<file path="src/design/crdg_div.sv">
// pipelined restoring divider, one quotient bit per stage, lanes share a divisor
// needs num < den * 2^Q_W; no package dependency
module crdg_div #(
	parameter int LANES = 2,
	parameter int NUM_W = 31,
	parameter int DEN_W = 14,
	parameter int Q_W   = 30
) (
	input  logic             clk,
	input  logic             arst_n,
	input  logic             en,
	input  logic             in_valid,
	input  logic [NUM_W-1:0] in_num [LANES],
	input  logic [DEN_W-1:0] in_den,
	output logic             out_valid,
	output logic [Q_W-1:0]   out_quo [LANES]
);
	logic [Q_W-1:0]   v_q;
	logic [Q_W-1:0]   v_nx;
	logic [DEN_W-1:0] den_q  [Q_W];
	logic [DEN_W-1:0] den_nx [Q_W];
	logic [DEN_W-1:0] rem_q  [Q_W][LANES];
	logic [DEN_W-1:0] rem_nx [Q_W][LANES];
	// partial dividend bits shift out at the top, quotient bits shift in below
	logic [Q_W-1:0]   x_q    [Q_W][LANES];
	logic [Q_W-1:0]   x_nx   [Q_W][LANES];

	always_comb begin
		logic [DEN_W-1:0] r;
		logic [Q_W-1:0]   x;
		logic [DEN_W-1:0] d;
		logic [DEN_W:0]   t;
		for (int k = 0; k < Q_W; k++) begin
			if (k == 0) begin
				d       = in_den;
				v_nx[k] = in_valid;
			end else begin
				d       = den_q[k-1];
				v_nx[k] = v_q[k-1];
			end
			den_nx[k] = d;
			for (int l = 0; l < LANES; l++) begin
				if (k == 0) begin
					r = DEN_W'(in_num[l] >> Q_W);
					x = in_num[l][Q_W-1:0];
				end else begin
					r = rem_q[k-1][l];
					x = x_q[k-1][l];
				end
				t = {r, x[Q_W-1]};
				if (t >= {1'b0, d}) begin
					rem_nx[k][l] = DEN_W'(t - {1'b0, d});
					x_nx[k][l]   = {x[Q_W-2:0], 1'b1};
				end else begin
					rem_nx[k][l] = t[DEN_W-1:0];
					x_nx[k][l]   = {x[Q_W-2:0], 1'b0};
				end
			end
		end
	end

	always_ff @(posedge clk or negedge arst_n) begin
		if (!arst_n) begin
			v_q <= '0;
		end else if (en) begin
			v_q <= v_nx;
		end
	end

	always_ff @(posedge clk) begin
		if (en) begin
			den_q <= den_nx;
			rem_q <= rem_nx;
			x_q   <= x_nx;
		end
	end

	assign out_valid = v_q[Q_W-1];
	assign out_quo   = x_q[Q_W-1];
endmodule

</file>
<file path="config.mk">
export PLATFORM = sky130hd
export DESIGN_NAME = crdg_div
export DESIGN_NICKNAME = d
export VERILOG_FILES = /design/src/design/crdg_div.sv
export SDC_FILE = /design/constraint.sdc
export NUM_CORES = 2
export LEC_CHECK = 0
export BUFFER_PORTS_ARGS = -buffer_cell sky130_fd_sc_hd__clkbuf_2
export CORE_ASPECT_RATIO = 0.5
export CORE_MARGIN = 5
export CORE_UTILIZATION = 50
export DETAILED_ROUTE_END_ITERATION = 16
export PLACE_DENSITY = 0.65
export SYNTH_ARGS = -nofsm -noshare
export SYNTH_HDL_FRONTEND = slang
export SYNTH_SLANG_ARGS = --single-unit
</file>
<file path="constraint.sdc">
create_clock -name clk -period 8.85 [get_ports clk]
set_input_delay 2.655 -clock clk [delete_from_list [all_inputs] [get_ports clk]]
set_output_delay 2.655 -clock clk [all_outputs]
set_load 0.02 [all_outputs]
</file>
# Word level (Yosys, flattened, before mapping)
# Index checks and enable logic that the tools add are counted.
dict set report classes {
  n_mux 118
  magnitude_cmp 60
  addsub 58
}
# operator n
set op_table {}
lappend op_table {{$ge A15 B14 Y1} 58}
lappend op_table {{$mux W14} 56}
lappend op_table {{$sub A14 B14 Y14} 56}
lappend op_table {{$mux W1} 60}
lappend op_table {{$ge A2 B14 Y1} 2}
lappend op_table {{$sub A2 B14 Y14} 2}
lappend op_table {{$mux W2} 2}
dict set report totals {
  ff_bits 3048
  elab_cells 386
  output_inout_bits 61
}

# Longest topological paths before layout
dict set report depth {
  ltp_word 2
  depth_mapped 12
  depth_no_buf 12
}

# Worst setup path before layout
# No wires, ideal clock.
dict set report synth_path {
  path_type {input port to flip-flop}
  startpoint {input in_num[29] in the netlist's numbering}
  endpoint {register rem_q[817] in the netlist's numbering (data pin)}
  t_arrival_ns 4.217
  cell_stages 7
  path_buffers 2
  setup_slack_ns 4.503
  cell_sequence {inv_1 ha_1 fa_1 clkbuf_1 a21oi_1 clkbuf_1 o21a_1}
}
dict set report synth_between {
  elab_chain_cells 1
  word_cells_on_any_way 2
}
# element line_no
set synth_lines {}
lappend synth_lines {{start, declared} 13} ;# input logic [NUM_W-1:0] in_num [LANES],
lappend synth_lines {{$sub A2 B14 Y14 / $ge A2 B14 Y1 (equally long branches)} {52, 51}}
lappend synth_lines {{end signal, assigned} 73} ;# rem_q <= rem_nx;
lappend synth_lines {{end, declared} 22} ;# logic [DEN_W-1:0] rem_q [Q_W][LANES];
# Several ways; a longest one is shown, not always the timed one.
# A chain may end at the register's enable or synchronous reset.

==> results.yml <==
clock_tree:
  tritoncts: "done"
  htree_levels: 5
  clkLatencyLatePin_ns: 0.87
  clockBufferDepth: 4
  cts_buffers: 283
  cts.sinks: 3048
  cts_root_buffer: "clkbuf_16"
  ctsResizeCount: 0
  cts_setup_buffers: 0
  clkTransAtPathRegs_ns: 0.07
  hold_buffers: 0
synth:
  synthesis.area_um2: 139000
  synth_top_area_share_pct: 65.4
  netlist_top_cells_area: "edfxtp_1, ha_1, mux2_2, xnor2_1, a21oi_1"
  synthesis.nets: 10667
  yosys.area.top_type: "edfxtp_1"
  synth_seq_cells: 3048
  yosysUniqueCellTypes: 88
  avgSynthCellArea_um2: 14.3
  synth_edf_count: 3018
  ys.warnings.count: 0
  synth_seq_area_share_pct: 66.0
  yosys_most_used_dff: "edfxtp_1"
  async_flop_share_pct: 0.984
  synthCells: 9657
die:
  num_rows: 136
  start_util_pct: 50.3
  ioPinCount: 141
  die_y_um: 382
  core_um2: 275000
  die-area_um2: 288000
  die_w_um: 754
pwr:
  p_per_area_nw_per_um2: 339
  power.leakage_nw: 57.8
  total_power_mw: 51.9
  ir_worst_vdd_uv: 162
route:
  remaining_drc_errors: 0
  antenna_left: 0
  drt_iter0_drc: 4769
  routedWlPerCell_um: 18.6
  routed_wl_mm: 258
  vias_per_cell: 5.42
  dr.pass1.iters: 6
  dr_total_vias: 75183
placed_design:
  place.detailed.hpwl_mm: 183
  dpl_cell_area_um2: 144000
  pre_cts_slack_ns: 3.38
  place.port_buffers: 140
  dp_cells: 13359
  gp_congestion: 0.905
sta:
  grt_setup_unrepaired: "no"
  worst_pin_slew_ns: 1.17
  tns_ns: 0
  timing.final.crit_share_pct: 52.4
  worst_hold_slack_ns: 0.395
  max_freq_ghz: 0.216
  setup_viol: 0
  timing.slew.headroom_pct: 21.0
  period_minus_slack_ns: 4.64
  hold_viol: 0
  fin_ws_ns: 4.21
  fin_skew_ns: 0.0666
  finalMaxSlewViolations: 0
critical_path:
  r2r_cells: 10
  critPathKind: "in2reg"
  critPathCaptureType: "flip-flop"
  arrival_ns: 5.19
  start_kind: "primary input"
  r2r_end: "rem_q[353]"
  r2r_slack_ns: 4.96
  r2r-start: "den_nx[169]"
  cp.required_ns: 9.40
  worst-path-max-fanout: 15
min_path:
  min_path_cells: 0
  min_path_type: "reg2reg"
  hold_start: "x_q[1315]"
  hold_end: "x_q[1256]"
global_route:
  grt_pass1_wl_mm: 403
  antenna_found_initial: 0
  grtUsageTotal_pct: 17.4
  grt_pass1_vias: 75642
  overflow: 0
  grt_max_degree: 193
layout:
  mostFrequentLayoutCells: "edfxtp_1, ha_1, inv_1"
  fin_util_pct: 55.5
  drive_gt1_share_pct: 11.2
  nets: 10997
  area_growth_pct: 10.4
  final_cells: 13859
  final_common_cell: "edfxtp_1"
  postLayoutCellArea_um2: 153000
outcome:
  outcome: "completed"
flow_run:
  maxCapViolCount: 0
## per-layer routing
metal  vias up  wire (um)  GRT usage (%)
met3       579       7860           2.35
li1      37122          -              -
met1     36294     105000           20.4
met2      1188     133000           32.0
met4         0      10900           7.06
met5         -          0              0
## worst max-delay path, cell delays in order
cell and delay (ns):
clkbuf_2 0.09, nor4_1 0.31, nand3_1 0.49, or3_1 0.54, a21oi_1 0.91, mux2i_1 0.19
## layout make-up
type | count | area, um2
Fill cell | 22123 | 122000
Sequential cell | 3048 | 91400
Multi-Input combinational cell | 5768 | 43800
Clock buffer | 339 | 7470
Tap cell | 3657 | 4580
Inverter | 669 | 2510
Clock inverter | 160 | 1690
Timing Repair Buffer | 217 | 1440
Antenna cell | 1 | 2.50
## cells in the mapped netlist (all sizes together), types with 19 or more instances
library cell and count:
dfrtp 30, nor2b 119, buf 100, xor2 135, o21a 157, nand4 88, a21oi 651, or2 42
o21bai 70, fa 58, a31oi 76, o31ai 59, o31a 36, a211o 19, o41ai 28, inv 669
nor2 571, ha 872, clkbuf 72, o21ai 432, o211ai 49, edfxtp 3018, a21o 297, mux2 431
nor4 38, and2 19, mux2i 31, a211oi 72, a21boi 33, xnor2 402, nand2b 74, and3 28
or3 28, a31o 21, nand3 93, nor3 122, nand2 403
## sequential cells by signal, indices dropped and copies added, names as in the netlist
name / flops
den_nx: 406
out_quo: 60
rem_q: 812
v_q: 30
x_q: 1740
## kinds of logic after synthesis
| kind of cell | synth area share, % |
|---|---|
| adders and majority gates | 8.71 |
| and+or+nand+nor | 5.93 |
| DFF | 66.0 |
| muxes | 3.73 |
| AOI/OAI and AO/OA | 9.79 |
| buffers and inverters | 2.48 |
| xor gates and xnor gates | 3.40 |
## worst max path at each step
stage | slack (ns) | endpoint | cells after the start | start
after floorplan | 4.50 | rem_q[817] | 7 | in_num[29]
after global placement | 3.42 | rem_q[826] | 6 | in_den[5]
after detailed placement | 3.38 | rem_q[812] | 6 | in_den[5]
after CTS | 4.30 | rem_q[812] | 6 | in_den[5]
after global routing | 4.03 | rem_q[813] | 6 | in_den[5]
final | 4.21 | rem_q[812] | 6 | in_den[5]
## where the power goes
group          internal [mW]  leakage (nW)  switching (mW)
combinational           8.33          23.5            10.0
clock                   6.90          4.47            5.30
sequential              19.8          29.8            1.46
(Power assumes the default switching activity.)
